## src/design/apu_pkg.sv

```systemverilog
`timescale 1ns / 1ps

package apu_pkg;

  localparam int PARAM_COUNT = 4096;
  localparam int MEM_AW      = (PARAM_COUNT > 1) ? $clog2(PARAM_COUNT) : 1;
  localparam int MEM_W       = 80;   // {first moment 32, second moment 48}

  localparam int IDX_W     = 12;
  localparam int VAL_W     = 32;
  localparam int CFG_IDX_W = 3;
  localparam int ITER_W    = 6;

  localparam logic [CFG_IDX_W-1:0] REG_BASE  = 3'd0;
  localparam logic [CFG_IDX_W-1:0] REG_DECAY = 3'd1;
  localparam logic [CFG_IDX_W-1:0] REG_EPS   = 3'd2;
  localparam logic [CFG_IDX_W-1:0] REG_B1    = 3'd3;
  localparam logic [CFG_IDX_W-1:0] REG_B2    = 3'd4;

  localparam logic [31:0] BASE_RESET = 32'd4294967;
  localparam logic [31:0] EPS_RESET  = 32'd429;
  localparam logic [31:0] B1_RESET   = 32'd3865470566;
  localparam logic [31:0] B2_RESET   = 32'd4290672329;

  localparam logic [32:0] ONE_Q32 = 33'h1_0000_0000;
  localparam logic [39:0] CAP40   = 40'hFF_FFFF_FFFF;
  localparam logic [47:0] CAP48   = 48'hFFFF_FFFF_FFFF;

  typedef struct packed {
    logic              start;
    logic              sqrt_mode;
    logic [ITER_W-1:0] iters;
  } ds_ctl_t;

  typedef struct packed {
    logic done;
    logic sat;
  } ds_stat_t;

endpackage

```

## src/design/apu_mult.sv

```systemverilog
`timescale 1ns / 1ps

module apu_mult import apu_pkg::*; (
  input  logic               clk,
  input  logic signed [33:0] a,
  input  logic signed [33:0] b,
  output logic signed [67:0] prod_r
);

  always_ff @(posedge clk) begin
    prod_r <= a * b;
  end

endmodule

```

## config.mk

```make
export PLATFORM = sky130hd
export DESIGN_NAME = apu_mult
export DESIGN_NICKNAME = d
export VERILOG_FILES = /design/src/design/apu_pkg.sv /design/src/design/apu_mult.sv
export SDC_FILE = /design/constraint.sdc
export NUM_CORES = 2
export LEC_CHECK = 0
export ABC_AREA = 1
export BUFFER_PORTS_ARGS = -buffer_cell sky130_fd_sc_hd__buf_2
export CAP_MARGIN = 25
export CORE_AREA = 3 3 294 296
export DETAILED_ROUTE_END_ITERATION = 12
export DIE_AREA = 0 0 297 299
export PLACE_DENSITY = 0.7
export SYNTH_ARGS = -nofsm -noshare
export SYNTH_HDL_FRONTEND = slang
export SYNTH_SLANG_ARGS = --single-unit
```

## constraint.sdc

```tcl
create_clock -name clk -period 12.4 [get_ports clk]
set_input_delay 0.62 -clock clk [delete_from_list [all_inputs] [get_ports clk]]
set_output_delay 0.62 -clock clk [all_outputs]
set_load 0.05 [all_outputs]
```

* Yosys cells after proc, flatten, opt, wreduce, memory -nomap -nowiden *
Index checks and enable logic that the tools add are counted.

word-level totals
  flip-flop bits (word level) = 68
  input port bits = 69
  output and inout bits = 68
  logic and storage cells = 2

operators by class
  multipliers = 1

operators by type and width
  operator          number
  $mul A34 B34 Y68  1

* Logic depth before layout (Yosys ltp) *
  depth in word-level cells = 1
  mapped depth = 35
  gate-level depth less buffers = 33

* Worst setup path after synthesis *
Ideal clock, no wire load.

  path kind = input-to-reg
  start = input port a[33]
  end = register prod_r[66]
  library setup time = 0.112 ns
  data arrival time = 7.331 ns
  data required time = 12.288 ns
  setup slack = 4.957 ns
  cell stages on the path = 24
  path buffers = 2
  cells stage by stage = clkbuf_1 -> clkbuf_1 -> nand2_1 -> inv_1 -> fa_1 -> fa_1 -> fa_1 -> fa_1 -> inv_1 -> fa_1 -> fa_1 -> inv_1 -> fa_1 -> fa_1 -> ha_1 -> nand2_1 -> nor2_1 -> inv_1 -> nor2_2 -> nand2_1 -> nor3_1 -> nand2_2 -> nand3_1 -> nand2_1

between the ends
  longest elaborated chain between the ends = 1

RTL lines
  item                  line            source
  from (decl)           apu_mult.sv:5   input logic signed [33:0] a,
  $mul A34 B34 Y68      apu_mult.sv:11  prod_r <= a * b;
  to (signal assigned)  apu_mult.sv:11
  to (decl)             apu_mult.sv:7   output logic signed [67:0] prod_r

No other way between the ends.

* Final worst setup path *
  start = input port a[33]
  end = register prod_r[59]

The elaborated chain is that of the path after synthesis.

==> summary.txt <==
Logic synthesis
  • Mapped Nets: 7486
  • Largest cells by area after synthesis: sky130_fd_sc_hd__fa_1 54%, sky130_fd_sc_hd__inv_1 17%, sky130_fd_sc_hd__nand2_1 13%
  • Number of distinct library cells after synthesis: 32
  • Yosys synthesis warning count: 0
  • Library cell with the largest summed area after synthesis: sky130_fd_sc_hd__fa_1
  • Number of synthesized flops with an enable pin: 0
  • Average cell area after synthesis: 7.740 um^2
  • Fraction of post-synthesis cell area in the top cell type by area: 0.5375
  • Post-synthesis instance area: 46220 um^2
  • Post-synthesis sequential area ratio: 0.02945
  • Post-synthesis instance total: 5972
  • Number of register bits inferred by synthesis: 68
  • Proportion of register bits with asynchronous set or reset after synthesis: 0
  • Most used DFF post-synth: sky130_fd_sc_hd__dfxtp_1

Critical path
  • Data arrival time of the critical path: 8350 ps
  • Crit Path Max Fanout: 34
  • Element type at the critical path end: register
  • Launch point of the worst path: a[33]
  • Worst setup path class: in2reg
  • Startpoint Class: primary input
  • Data required time at the worst endpoint: 12640 ps

Detailed routing
  • Per-cell via count in the routed design: 4.995
  • DRT Wirelength: 121100 um
  • Remaining design rule violation count: 0
  • WL/cell: 17.28 um
  • Antenna viol nets, final: 0
  • Detailed-route via count: 35020
  • Number of optimization iterations in the first detailed-route pass: 6
  • First DRT Iteration DRCs: 2153

STA
  • WHS: 840.4 ps
  • Upper clock frequency limit: 0.1232 GHz
  • Final number of hold-violating endpoints: 0
  • Transition time of the tightest slew-check pin: 1027 ps
  • Worst slew margin relative to its limit: 0.3151
  • Shortest period the worst path allows: 8118 ps
  • Fraction of the cycle the final worst path needs: 0.6547
  • Number of failing setup endpoints in the final timing report: 0
  • Setup TNS after final layout: 0 ps
  • Unrepaired setup endpoints after global routing: false
  • Slew Limit Fails: 0

CTS
  • Clock input transition at the sequential cells of the worst setup and hold paths: 60 ps
  • CTS max path bufs: 2
  • Clock tree from TritonCTS: done
  • Cts bufs inserted: 9
  • Maximum level of the CTS H-tree: 3
  • Setup Fix Bufs, Post-CTS: 0
  • Clock Root Buffer: sky130_fd_sc_hd__clkbuf_16
  • Sink count of the clock tree: 68
  • # hold bufs at CTS: 0
  • PostCTS Resize Cnt: 0

Global route
  • Final global-route overflow total: 0
  • Via count of the first global-routing pass: 38700
  • Antenna violations before repair: 7
  • Largest net degree at the start of global routing: 36
  • Global-route wire length before repair: 203000 um
  • Overall routing resource usage: 0.2875

Layout
  • Registers with the highest flip-flop counts: prod_r x68
  • Leading cell type in the layout, fill and taps excluded: sky130_fd_sc_hd__inv_1
  • Total Nets Final: 7380
  • Max FFs per register: 68
  • Fraction of final layout cells sized beyond drive strength 1: 0.03918
  • Number of inserted filler cells in the final layout: 7758
  • Final core utilization: 0.5704
  • Synthesis-to-layout area growth: 3.441%
  • Commonest cells after routing, fill and taps aside: 2116 x sky130_fd_sc_hd__inv_1, 1661 x sky130_fd_sc_hd__nand2_1, 1241 x sky130_fd_sc_hd__fa_1
  • Sequential standard cell area: 1361 um^2
  • Combined area of the multi-input logic cells: 35890 um^2
  • Post-route insts no fill: 7011
  • Register ranked first by flip-flop count: prod_r

Run
  • Number of violations of the max-capacitance limit: 0

Placed design
  • DP Wirelength: 103300 um
  • Gp weighted congestion: 0.9854
  • Quantity of I/O buffers inserted on ports: 136
  • Placed cell count: 6988

Die
  • # rows: 106
  • Die height: 299 um
  • Initial cell density of the core: 0.5515
  • Placeable core area: 83820 um^2
  • Chip width: 297 um
  • Total die area: 88800 um^2
  • Top-level I/O count: 137

Hold path
  • Min-delay src: b[0]
  • Hold WC Path Type: in2reg

Status
  • Run status: finished clean
stage by stage:
stage               instance area (um^2)  setup WS (ps)
floorplan                          46220           4957
CTS                                47770           4287
detailed placement                 47450           3958
global route                       47810           3743
finish                             47810           4282
global placement                   47430           3925
metal layers:
metal  GRT usage  vias up  part of all wire
met5           0        -           0.00011
met4     0.08165        2             0.032
li1            -    15800                 -
met1      0.3535    17790              0.39
met2      0.5365     1165              0.52
met3     0.02928      263             0.056
final timing paths:
path / end / cells past startpoint
worst max-delay path: prod_r[59] / 23
worst min-delay path: prod_r[0] / 4
worst max-delay path, cell delays in order:
cell	delay, ps
sky130_fd_sc_hd__buf_2	560
sky130_fd_sc_hd__nand2_1	200
sky130_fd_sc_hd__inv_1	160
sky130_fd_sc_hd__fa_1	500
sky130_fd_sc_hd__fa_1	630
sky130_fd_sc_hd__fa_1	680
sky130_fd_sc_hd__fa_1	1240
sky130_fd_sc_hd__inv_1	150
sky130_fd_sc_hd__fa_1	450
sky130_fd_sc_hd__fa_1	540
sky130_fd_sc_hd__inv_1	60
sky130_fd_sc_hd__fa_1	540
sky130_fd_sc_hd__fa_1	410
sky130_fd_sc_hd__ha_1	460
sky130_fd_sc_hd__nand2_1	140
sky130_fd_sc_hd__nor2_1	200
sky130_fd_sc_hd__nand3_1	170
sky130_fd_sc_hd__inv_1	140
sky130_fd_sc_hd__nand2_1	70
sky130_fd_sc_hd__nor3_2	130
sky130_fd_sc_hd__nand2_1	90
sky130_fd_sc_hd__nand4_1	90
sky130_fd_sc_hd__nand2_1	60
layout make-up:
class | instances | share of cell area
Antenna cell | 6 | 0.0003140
Clock buffer | 10 | 0.004789
Clock inverter | 6 | 0.001858
Inverter | 2119 | 0.1664
Multi-Input combinational cell | 3514 | 0.7506
Sequential cell | 68 | 0.02847
Tap cell | 1134 | 0.02967
Timing Repair Buffer | 154 | 0.01790
cell families (layout without fill, tap and decap cells):
logic type      after synthesis  in the layout  share of synthesized area
other cells                   0              6                          0
compound gates               95             95                    0.01131
fa+ha+maj                  1445           1445                     0.5927
flops                        68             68                    0.02945
simple gates               1939           1939                     0.1658
buf+inv                    2390           2289                     0.1941
xor+xnor                     35             35                   0.006632
cell usage after synthesis, types with 2 or more instances:
cell,count
sky130_fd_sc_hd__inv_1,2116
sky130_fd_sc_hd__dfxtp_1,68
sky130_fd_sc_hd__nor2_1,115
sky130_fd_sc_hd__nand4_1,19
sky130_fd_sc_hd__nand3b_1,3
sky130_fd_sc_hd__nor3_2,5
sky130_fd_sc_hd__fa_1,1241
sky130_fd_sc_hd__xor2_1,33
sky130_fd_sc_hd__nand2_4,2
sky130_fd_sc_hd__inv_2,3
sky130_fd_sc_hd__nor3_4,2
sky130_fd_sc_hd__a21oi_2,4
sky130_fd_sc_hd__nand3_1,70
sky130_fd_sc_hd__nand3_2,7
sky130_fd_sc_hd__ha_1,204
sky130_fd_sc_hd__o21bai_1,11
sky130_fd_sc_hd__nand2_1,1661
sky130_fd_sc_hd__or2_2,8
sky130_fd_sc_hd__o21ai_0,18
sky130_fd_sc_hd__xnor2_1,2
sky130_fd_sc_hd__nor2_2,9
sky130_fd_sc_hd__clkbuf_1,269
sky130_fd_sc_hd__nand2_2,20
sky130_fd_sc_hd__a21oi_1,59
sky130_fd_sc_hd__buf_1,2
sky130_fd_sc_hd__nor3_1,15
Power is not shown: default switching activity piles up to over one toggle a cycle in this logic, so the estimate is an artifact.
