===== config.mk =====
export PLATFORM = sky130hd
export DESIGN_NAME = apu_divsqrt
export DESIGN_NICKNAME = d
export VERILOG_FILES = /design/src/design/apu_pkg.sv /design/src/design/apu_divsqrt.sv
export SDC_FILE = /design/constraint.sdc
export NUM_CORES = 1
export LEC_CHECK = 0
export CAP_MARGIN = 10
export CORE_MARGIN = 1.5
export CORE_UTILIZATION = 30
export DETAILED_ROUTE_END_ITERATION = 8
export DONT_BUFFER_PORTS = 1
export GPL_ROUTABILITY_DRIVEN = 0
export PLACE_DENSITY_LB_ADDON = 0.1
export SYNTH_ARGS = -nofsm -noshare
export SYNTH_HDL_FRONTEND = slang
export SYNTH_SLANG_ARGS = --single-unit

===== constraint.sdc =====
create_clock -name clk -period 3.74 [get_ports clk]
set_clock_uncertainty 0.15 [all_clocks]
set_input_delay 0.374 -clock clk [delete_from_list [all_inputs] [get_ports clk]]
set_output_delay 0.374 -clock clk [all_outputs]
set_load 0.05 [all_outputs]

===== src/design/apu_pkg.sv =====
`timescale 1ns / 1ps

package apu_pkg;

  localparam int PARAM_COUNT = 4096;
  localparam int MEM_AW      = (PARAM_COUNT > 1) ? $clog2(PARAM_COUNT) : 1;
  localparam int MEM_W       = 80;   // {first moment 32, second moment 48}

  localparam int IDX_W     = 12;
  localparam int VAL_W     = 32;
  localparam int CFG_IDX_W = 3;
  localparam int ITER_W    = 6;

  localparam logic [CFG_IDX_W-1:0] REG_BASE  = 3'd0;
  localparam logic [CFG_IDX_W-1:0] REG_DECAY = 3'd1;
  localparam logic [CFG_IDX_W-1:0] REG_EPS   = 3'd2;
  localparam logic [CFG_IDX_W-1:0] REG_B1    = 3'd3;
  localparam logic [CFG_IDX_W-1:0] REG_B2    = 3'd4;

  localparam logic [31:0] BASE_RESET = 32'd4294967;
  localparam logic [31:0] EPS_RESET  = 32'd429;
  localparam logic [31:0] B1_RESET   = 32'd3865470566;
  localparam logic [31:0] B2_RESET   = 32'd4290672329;

  localparam logic [32:0] ONE_Q32 = 33'h1_0000_0000;
  localparam logic [39:0] CAP40   = 40'hFF_FFFF_FFFF;
  localparam logic [47:0] CAP48   = 48'hFFFF_FFFF_FFFF;

  typedef struct packed {
    logic              start;
    logic              sqrt_mode;
    logic [ITER_W-1:0] iters;
  } ds_ctl_t;

  typedef struct packed {
    logic done;
    logic sat;
  } ds_stat_t;

endpackage


===== src/design/apu_divsqrt.sv =====
`timescale 1ns / 1ps

// Restoring divider / square root, one quotient or root bit per cycle.
// Divide: quotient of {hi, lo} / dsr with hi < dsr, else saturate at once.
// Root: floor(sqrt(lo)), two radicand bits per cycle.
module apu_divsqrt import apu_pkg::*; (
  input  logic        clk,
  input  logic        rst_n,
  input  ds_ctl_t     ctl,
  input  logic [63:0] hi,
  input  logic [63:0] lo,
  input  logic [63:0] dsr,
  output ds_stat_t    stat,
  output logic [47:0] q_r
);

  logic              run_r, done_r, sat_r, mode_r;
  logic [ITER_W-1:0] cnt_r;
  logic [65:0]       rem_r, rem_nxt;
  logic [63:0]       lo_r, dsr_r;
  logic [65:0]       div_sh, sq_sh, trial;
  logic              ge;

  always_comb begin
    div_sh = {rem_r[64:0], lo_r[63]};
    sq_sh  = {rem_r[63:0], lo_r[63:62]};
    trial  = {16'b0, q_r, 2'b01};
    if (mode_r) begin
      ge      = sq_sh >= trial;
      rem_nxt = ge ? sq_sh - trial : sq_sh;
    end else begin
      ge      = div_sh >= {2'b0, dsr_r};
      rem_nxt = ge ? div_sh - {2'b0, dsr_r} : div_sh;
    end
  end

  always_ff @(posedge clk) begin
    if (!rst_n) begin
      run_r  <= 1'b0;
      done_r <= 1'b0;
      sat_r  <= 1'b0;
    end else begin
      done_r <= 1'b0;
      if (ctl.start) begin
        if (!ctl.sqrt_mode && hi >= dsr) begin
          run_r  <= 1'b0;
          done_r <= 1'b1;
          sat_r  <= 1'b1;
        end else begin
          run_r <= 1'b1;
          sat_r <= 1'b0;
        end
      end else if (run_r && cnt_r == ITER_W'(1)) begin
        run_r  <= 1'b0;
        done_r <= 1'b1;
      end
    end
  end

  always_ff @(posedge clk) begin
    if (ctl.start) begin
      rem_r  <= ctl.sqrt_mode ? 66'b0 : {2'b0, hi};
      lo_r   <= lo;
      q_r    <= '0;
      cnt_r  <= ctl.iters;
      mode_r <= ctl.sqrt_mode;
      dsr_r  <= dsr;
    end else if (run_r) begin
      rem_r <= rem_nxt;
      q_r   <= {q_r[46:0], ge};
      lo_r  <= mode_r ? {lo_r[61:0], 2'b0} : {lo_r[62:0], 1'b0};
      cnt_r <= cnt_r - ITER_W'(1);
    end
  end

  assign stat = '{done: done_r, sat: sat_r};

endmodule


## After elaboration in Yosys (flattened, before gate mapping)

Index checks and enable logic that the tools add are counted.

- $add $sub $neg: 3
- $mul: 0
- Div/mod/pow operators: 0
- Order comparisons: 3
- Eq/ne operators: 1
- Shift-type cells: 0
- Multiplexer cells: 18
- Bitwise logic cells: 0
- Reduce and logical (&&, ||, !) cells: 5

Operator list:

| cell | count |
|---|---|
| 2-to-1 mux 65 bit | 5 |
| 2-to-1 mux 64 bit | 4 |
| greater-or-equal comparator 66 x 50 -> 1 bit | 1 |
| greater-or-equal comparator 66 x 64 -> 1 bit | 1 |
| subtractor 65 x 50 -> 65 bit | 1 |
| subtractor 65 x 64 -> 65 bit | 1 |
| greater-or-equal comparator 64 bit | 1 |
| 2-to-1 mux 6 bit | 2 |
| 2-to-1 mux 1 bit | 7 |
| equality test 6 x 1 -> 1 bit (second input constant) | 1 |
| subtractor 6 x 1 -> 6 bit (second input constant) | 1 |
| nonzero test 2 bit | 2 |
| logical AND 1 bit | 2 |
| logical NOT 1 bit | 1 |

- Bits in registers: 251
- Bits in latches: 0
- Bits in writable memories: 0
- ROM bits: 0
- Output and inout bits: 50
- Word-level logic and storage cells: 39
- Memories kept: 0

## Longest topological paths before layout

Gate-level depths: netlist of the first run.

- Depth after elaboration: 5
- Depth in mapped cells: 16

## Least setup slack after synthesis of the first run

OpenSTA, ideal clock, no wires.

- Path type: register -> register
- Start point: reg q_r[32]
- End point: reg rem_r[57] (data pin)
- Library setup time: 261 ps
- Arrival time: 3265 ps
- Data required time: 3329 ps
- Path slack: 64 ps
- Cell stages (with the launch flop): 14
- Buffers on the path: 1
- Cell sequence: dfxtp_1 inv_1 ha_1 clkbuf_1 a21o_1 a21o_1 a221o_1 o21a_1 o21ai_0 a32oi_2 a31oi_1 nor3b_1 xor2_1 a221o_1

- Word-level cells in the longest chain between the ends: 5
- Elaborated cells on any way between the ends: 6
- Classes of those cells: 1 x add/sub; 1 x order compare; 4 x mux

Ends and longest elaborated chain:

| element | RTL line | source |
|---|---|---|
| start, declared | apu_divsqrt.sv:14 | `output logic [47:0] q_r` |
| start signal, assigned | apu_divsqrt.sv:70 | `q_r <= {q_r[46:0], ge};` |
| subtractor 65 x 50 -> 65 bit / greater-or-equal comparator 66 x 50 -> 1 bit (equally long branches) | apu_divsqrt.sv:30, apu_divsqrt.sv:29 |  |
| 2-to-1 mux 65 bit (*) | apu_divsqrt.sv:30 | `rem_nxt = ge ? sq_sh - trial : sq_sh;` |
| 2-to-1 mux 65 bit (*) | apu_divsqrt.sv:28 | `if (mode_r) begin` |
| 2-to-1 mux 65 bit (*) | apu_divsqrt.sv:68 | `end else if (run_r) begin` |
| 2-to-1 mux 65 bit (*) | apu_divsqrt.sv:61 | `if (ctl.start) begin` |
| end signal, assigned | apu_divsqrt.sv:62 | `rem_r <= ctl.sqrt_mode ? 66'b0 : {2'b0, hi};` |
| end signal, assigned | apu_divsqrt.sv:69 | `rem_r <= rem_nxt;` |
| end, declared | apu_divsqrt.sv:19 | `logic [65:0] rem_r, rem_nxt;` |

Every way passes the cells marked *; elsewhere a longest branch is shown, timed or not. The select of a mux whose other input is x is not followed.
A chain may end at the register's enable or synchronous reset.

## Worst setup path in the final report of the first run

- Start point: reg rem_r[10]
- End point: reg rem_r[53] (data pin)

- Word-level cells in the longest chain between the ends: 5
- Elaborated cells on any way between the ends: 9
- Classes of those cells: 2 x add/sub; 2 x order compare; 5 x mux

Ends and longest elaborated chain:

| element | RTL line | source |
|---|---|---|
| subtractor 65 x 64 -> 65 bit, or another cell as far along | apu_divsqrt.sv:33 | `rem_nxt = ge ? div_sh - {2'b0, dsr_r} : div_sh;` |
| 2-to-1 mux 65 bit, on equally long branches | apu_divsqrt.sv:33, apu_divsqrt.sv:30 |  |
| 2-to-1 mux 65 bit (*) | apu_divsqrt.sv:28 |  |
| 2-to-1 mux 65 bit (*) | apu_divsqrt.sv:68 |  |
| 2-to-1 mux 65 bit (*) | apu_divsqrt.sv:61 |  |

Marks and branches as above.

==> run_results.csv, run 1 <==
group,metric,value,unit
sta,final.setup.tns,-0.01275,ns
synth,yosysSeqAreaShare,33.36,%
clock_tree,insertion_delay,0.58,ns
cells_and_area,layout-drive-gt1-share,24.28,%
floorplan,start_util,30.50,%
drt,drc,0,
clock_tree,cts-root-buf,"clkbuf_16",
power_and_ir_drop,vdd_drop_max,0.0003367,V
drt,drt-wirelength-per-cell,21.50,um
sta,fmax,266.5,MHz
floorplan,core,69070,um^2
clock_tree,cts_made_buffers,36,
global_route,grt_pass1_vias,21986,
worst_hold_path,hold_depth,4,
setup_path,endpoint_kind,"flip-flop",
setup_path,critPathKind,"reg2reg",
setup_path,worstPathRequired,3.90,ns
setup_path,rrSetupSlack,-0.01,ns
setup_path,r2r-start,"rem_r[10]",
synth,synth_largest_area_cell,"edfxtp_1",
drt,drt_first_pass_iters,6,
drt,initialDrtViolationCount,1496,
setup_path,r2r_cells,12,
sta,drv_slew,0,
synth,yosys_warnings,0,
synth,yosys.area.top_type_share,28.51,%
cells_and_area,fill_cells,6773,
sta,rsz0062_at_grt,"yes",
clock_tree,cts_sinks,251,
synth,synth.most_common_cell,"nand2_1",
synth,synthArstFlopShare,0,%
clock_tree,ctsLongestPathBuffers,3,
setup_path,cp_cell_sequence,"ha_1 > and3_4 > nand4_1 > buf_4 > or4_4 > a31o_4 > a32oi_4 > a31oi_4 > buf_6 > xor2_1 > a222oi_1 > o21ai_1",
place,dp_hpwl,66.05,mm
floorplan,die_x,268.0,um
floorplan,rows,96,
drt,num_vias,21507,
floorplan,die_h,268.0,um
synth,ys_ff_latch,251,
cells_and_area,nets,3563,
synth,yosysUniqueCellTypes,92,
clock_tree,cts_htree_levels,2,
sta,fin_ws,-0.01275,ns
synth,syn_area_per_cell,8.559,um^2
worst_hold_path,worstHoldStart,"hi[45]",
setup_path,timing.rr.end,"rem_r[53]",
global_route,grt_overflow,0,
drt,via_per_inst,5.195,
setup_path,cpMaxStageDelayCell,"or4_4",
setup_path,crit_path_start_kind,"flip-flop",
cells_and_area,area_delta_synth_final,48.09,%
setup_path,cp_data_arrival_time,3.91,ns
place,post_dp_cell_area,25410,um^2
worst_hold_path,min_to,"rem_r[45]",
floorplan,die_area,71810,um^2
global_route,grt_usage,23.97,%
synth,syn_nets,2844,
sta,tightest_slew,1.042,ns
run_status,status,"finished, violations left",
worst_hold_path,hp-class,"in2reg",
clock_tree,cts_tree,"built",
synth,synthesis.area,21060,um^2
floorplan,ioPinCount,252,
sta,hold_viol_final,0,
synth,synth-edff-count,200,
power_and_ir_drop,p_leak,13.43,nW
run_status,violations,"setup timing",
clock_tree,path_clk_slew,0.06,ns
place,portBuffers,0,
synth,synthCells,2461,
global_route,grt_pass1_wl,131.2,mm
sta,finalCritPeriodShare,100.3,%
cells_and_area,design_area,31190,um^2
drt,ant_nets,0,
synth,yosys-top-cells-count,"nand2_1 (274), inv_1 (219), edfxtp_1 (200)",
global_route,antenna_found_initial,2,
synth,synth-main-ff-cell,"edfxtp_1",
setup_path,max_stage_delay,0.56,ns
sta,finalSetupViolCount,1,
global_route,grt_max_degree,303,
synth,synthTopCellsByArea,"edfxtp_1 (29%), ha_1 (11%), mux2i_1 (5.8%), nand2_1 (4.9%), dfxtp_1 (4.8%)",
drt,totalWireLength,88.99,mm
power_and_ir_drop,power_density,529.2,nW/um^2
setup_path,crit_fanout,2,
sta,slew_headroom,30.53,%
run,maxCapViolations,0,
sta,fin_crit,3.753,ns
==> per-layer routing <==
layer	share of wire [%]	GRT usage (%)
met5	0.010	0
met4	2.9	6.703
met1	45	31.59
met2	47	40.78
met3	5.3	3.363
==> cells in the final DEF (no fill, tap or decap), types with 16 or more instances in the layout <==
master           n
clkbuf_16       38
nand2_1        266
nand2b_1        22
nand4_1         57
buf_4          486
dlygate4sd3_1  292
nor2_1         153
a21o_1          68
a211oi_1        16
inv_1          217
nor3_1          27
xor2_1          58
nand3_1         39
o21bai_1        20
dfxtp_1         50
buf_6           18
o21ai_0        164
mux2i_1        121
a21oi_1        172
xnor2_1         55
ha_1           160
a21oi_2         18
buf_12          19
edfxtp_1       200
o211ai_1        33
o21a_1          24
o21ai_1         31
==> per-stage QoR <==
stage                     instances  setup slack, ns  util (%)  hold slack (ns)  power [mW]
after global placement         3744          -0.6012     36.79           0.3230       11.44
after CTS                      4115         -0.04836     43.65          -0.1938       15.95
final                          4140         -0.01275     45.16          0.04032       16.51
after detailed placement       3744          -0.6824     36.79           0.3230       11.45
after floorplan                2461          0.06404         -           0.3229       8.084
after global routing           4139          -0.1516     45.16          0.03698       17.43
==> worst max-delay path, delay by kind of cell (launching register included) <==
| family | cells | cell delay, ns |
|---|---|---|
| XOR/XNOR | 1 | 0.13 |
| adder cells (fa/ha/maj) | 1 | 0.32 |
| flip-flops | 1 | 0.42 |
| AO/OA/AOI/OAI | 5 | 1.19 |
| buffers and inverters | 2 | 0.35 |
| AND/OR/NAND/NOR | 3 | 0.91 |
==> how the worst max path moves through the flow <==
| stage | startpoint | to | slack [ns] | cells after the start |
|---|---|---|---|---|
| 6_report | rem_r[10] | rem_r[53] | -0.01 | 12 |
| 5_1_grt | rem_r[9] | rem_r[53] | -0.15 | 12 |
| 4_1_cts | rem_r[0] | rem_r[60] | -0.05 | 14 |
| 3_5_place_dp | lo_r[63] | rem_r[60] | -0.68 | 15 |
| 3_3_place_gp | lo_r[63] | rem_r[60] | -0.60 | 15 |
| 2_1_floorplan | q_r[32] | rem_r[57] | 0.06 | 13 |
==> registers in the layout (all words and copies together), names as in the netlist <==
name    cells
cnt_r       6
done_r      1
dsr_r      64
lo_r       64
mode_r      1
q_r        48
rem_r      65
run_r       1
sat_r       1
==> repair_timing <==
action | CTS | global route
endpoints found under the setup margin | 66 | 65
cloned | 2 | 0
pin swaps | 28 | 58
gates resized for setup | 75 | 175
hold endpoints to repair | 312 | 59
hold buffers | 290 | 3
setup buffers | 14 | 24
==> area by class of cell <==
cell class / instances / area (um^2) / area share [%]
well taps: 931 / 1165 / 3.734
repair buffers: 816 / 7182 / 23.02
clock inverters: 19 / 316.6 / 1.015
diodes: 1 / 2.502 / 0.008022
flip-flops and latches: 251 / 7028 / 22.53
clock buffers: 47 / 1008 / 3.233
multi-input cells: 1856 / 13670 / 43.82
inverters: 219 / 822.0 / 2.635
==> power breakdown <==
part           switching [mW]  internal [mW]
Clock                    1.47           2.42
Sequential              0.325           3.46
Combinational            4.66           4.18
==> cells by family after synthesis <==
family | count (synthesis) | synth area share (%)
multiplexers | 133 | 6.392
AO/OA/AOI/OAI | 724 | 22.13
buffers and inverters | 355 | 6.873
AND/OR/NAND/NOR | 699 | 15.55
adder cells (fa/ha/maj) | 181 | 10.79
XOR/XNOR | 118 | 4.907
flip-flops | 251 | 33.36
Power figures use the tool's default switching activity.
==> run 2, diff against run 1 <==
- ABC_AREA: not set -> 1
==> run 2 against run 1 <==
  * Synthesized area increased by 13%
  * Non-clock buffer count decreased by 517
  * Sequential cell count unchanged
  * The run now ends clean
  * First-iteration DRC count increased by 30%
  * Critical path depth increased by 3
  * Hold slack got worse by 0.010 ns
  * Final cell count increased by 23%
==> run_results.csv, run 2 <==
group,metric,value,unit
drt,drt-wirelength-per-cell,20.86,um
synth,synth-edff-count,200,
setup_path,cp_data_arrival_time,3.71,ns
power_and_ir_drop,p_leak,14.24,nW
setup_path,endpoint_kind,"flip-flop",
power_and_ir_drop,power_density,521.7,nW/um^2
sta,fmax,282.4,MHz
power_and_ir_drop,power.total,15.11,mW
global_route,grt_pass1_wl,154.3,mm
setup_path,crit_path_start_kind,"flip-flop",
cells_and_area,layout-drive-gt1-share,5.673,%
clock_tree,cts_tree,"built",
setup_path,cp_common_cell,"nand3_1",
synth,yosys-top-cells-count,"nand2_1 (1175), inv_1 (768), nor2_1 (334)",
worst_hold_path,hp-class,"in2reg",
synth,synth.most_common_cell,"nand2_1",
sta,fin_ws,0.1994,ns
floorplan,die_x,285.2,um
drt,ant_nets,0,
place,dp_hpwl,85.53,mm
global_route,grt_usage,25.43,%
setup_path,cpLargestDelayFamily,"simple AND/OR/NAND/NOR gates",
sta,tightest_slew,1.093,ns
drt,drc,0,
setup_path,max_stage_delay,0.54,ns
synth,syn_area_per_cell,6.402,um^2
clock_tree,cts_made_buffers,37,
drt,initialDrtViolationCount,1940,
setup_path,worstPathRequired,3.91,ns
synth,yosys.area.top_type_share,25.14,%
sta,hold_viol_final,0,
place,portBuffers,0,
sta,final.setup.tns,0,ns
synth,ys_ff_latch,251,
cells_and_area,area_delta_synth_final,21.26,%
place,place_ws,-0.08315,ns
sta,drv_slew,0,
cells_and_area,design_area,28970,um^2
run_status,status,"finished, final reports clean",
power_and_ir_drop,vdd_drop_max,0.0003037,V
floorplan,rows,103,
synth,yosysSeqAreaShare,29.41,%
synth,synth_largest_area_cell,"edfxtp_1",
floorplan,die_h,285.2,um
cells_and_area,layout_commonest_cell,"nand2_1",
sta,rsz0062_at_grt,"no",
drt,num_vias,24794,
global_route,grt_max_degree,137,
cells_and_area,nets,4373,
clock_tree,cts_htree_levels,2,
place,post_dp_cell_area,25630,um^2
run,maxCapViolations,0,
global_route,grt_overflow,0,
floorplan,core,78870,um^2
cells_and_area,reg_top3,"rem_r: 65 flops, dsr_r: 64 flops, lo_r: 64 flops",
clock_tree,ctsLongestPathBuffers,3,
setup_path,cp_num_buf_inv,2,
floorplan,die_area,81340,um^2
clock_tree,cts-root-buf,"clkbuf_16",
synth,synth-main-ff-cell,"edfxtp_1",
floorplan,start_util,30.29,%
synth,synthArstFlopShare,0,%
sta,timing.hold.ws,0.03014,ns
synth,yosysUniqueCellTypes,50,
sta,finalCritPeriodShare,94.67,%
sta,slew_headroom,27.15,%
clock_tree,path_clk_slew,0.06,ns
clock_tree,cts_sinks,251,
synth,yosys_warnings,0,
cells_and_area,regArea,7027,um^2
setup_path,cpMaxStageDelayCell,"edfxtp_1",
synth,synthCells,3732,
global_route,grt_pass1_vias,24229,
synth,syn_nets,4115,
setup_path,critPathKind,"reg2reg",
clock_tree,insertion_delay,0.59,ns
synth,synthesis.area,23890,um^2
sta,finalSetupViolCount,0,
drt,drt_first_pass_iters,5,
setup_path,cp_cell_sequence,"ha_1 > nand2_1 > nor2_1 > inv_1 > nor2_2 > nand2_1 > nor2_4 > nand3_2 > nand3_1 > nor2_1 > nand2_4 > buf_4 > nand3_1 > nand3_1 > nand3_1",
drt,totalWireLength,105.8,mm
cells_and_area,regMostFlops,"rem_r",
cells_and_area,layout_common_cells,"nand2_1 (1174), inv_1 (767), nor2_1 (328)",
synth,synthTopCellsByArea,"edfxtp_1 (25%), nand2_1 (18%), inv_1 (12%), ha_1 (9.4%), nand3_1 (5.4%)",
sta,fin_crit,3.541,ns
drt,via_per_inst,4.888,
setup_path,crit_fanout,13,
cells_and_area,fill_cells,8837,
cells_and_area,multi_input_area,13530,um^2
global_route,antenna_found_initial,2,
cells_and_area,largest_reg_flops,65,
floorplan,ioPinCount,252,
## run 2: cell count changes after synthesis, sizes merged, moves of 102 or more
cell / before / now
nand2: 274 / 1182
inv: 219 / 788
nand3: 44 / 259
nor2: 165 / 353
mux2i: 121 / 0
o21ai: 203 / 101
## run 2: final timing paths
check            start         to  slack (ns)  cells past startpoint
max          rem_r[50]  rem_r[57]        0.20                     15
min             hi[34]  rem_r[34]        0.03                      4
max reg2reg  rem_r[50]  rem_r[57]        0.20                     15
min reg2reg    q_r[47]    q_r[47]        0.37                      2
## run 2: cell type report
type	instances	share of cell area [%]
Tap cell	1050	4.535
Inverter	788	10.21
Timing Repair Buffer	299	9.873
Multi-Input combinational cell	2613	46.69
Sequential cell	251	24.25
Clock inverter	15	0.8033
Clock buffer	53	3.611
Antenna cell	3	0.02591
## run 2: worst register-to-register path: cells and delay by family, from the launching register on
family	cells	cell delay [ns]
AND/OR/NAND/NOR	12	1.78
buffers and inverters	2	0.36
flip-flops	1	0.54
adder cells (fa/ha/maj)	1	0.45
## run 2: per-layer routing
metal / track usage, % / part of all wire (%)
met3: 3.712 / 6.0
met4: 7.368 / 2.9
met2: 43.87 / 48
met5: 0 / 0.012
met1: 32.75 / 43
## run 2: stage by stage
stage          instances  util, %
5_1_grt             5071    36.73
3_5_place_dp        4801    32.50
6_report            5072    36.73
4_1_cts             5068    36.67
3_3_place_gp        4801    32.50
2_1_floorplan       3732        -
## run 2: report_power, final
part / leakage [nW] / switching [mW] / internal, mW
Clock: 0.615 / 1.49 / 2.25
Sequential: 2.44 / 0.425 / 3.46
Combinational: 11.2 / 5.05 / 2.44
## run 2: repair_timing
action | CTS | global route
endpoints found under the setup margin | 23 | 51
setup buffers | 0 | 1
hold endpoints to repair | 264 | 0
hold buffers | 199 | 0
gates resized for setup | 1 | 7
## run 2: logic make-up after synthesis
group | count (synthesis) | synth area share (%)
fa+ha+maj | 181 | 9.510
xor+xnor | 60 | 2.200
buf+inv | 868 | 14.19
simple gates | 1904 | 32.84
flops | 251 | 29.41
compound gates | 468 | 11.85
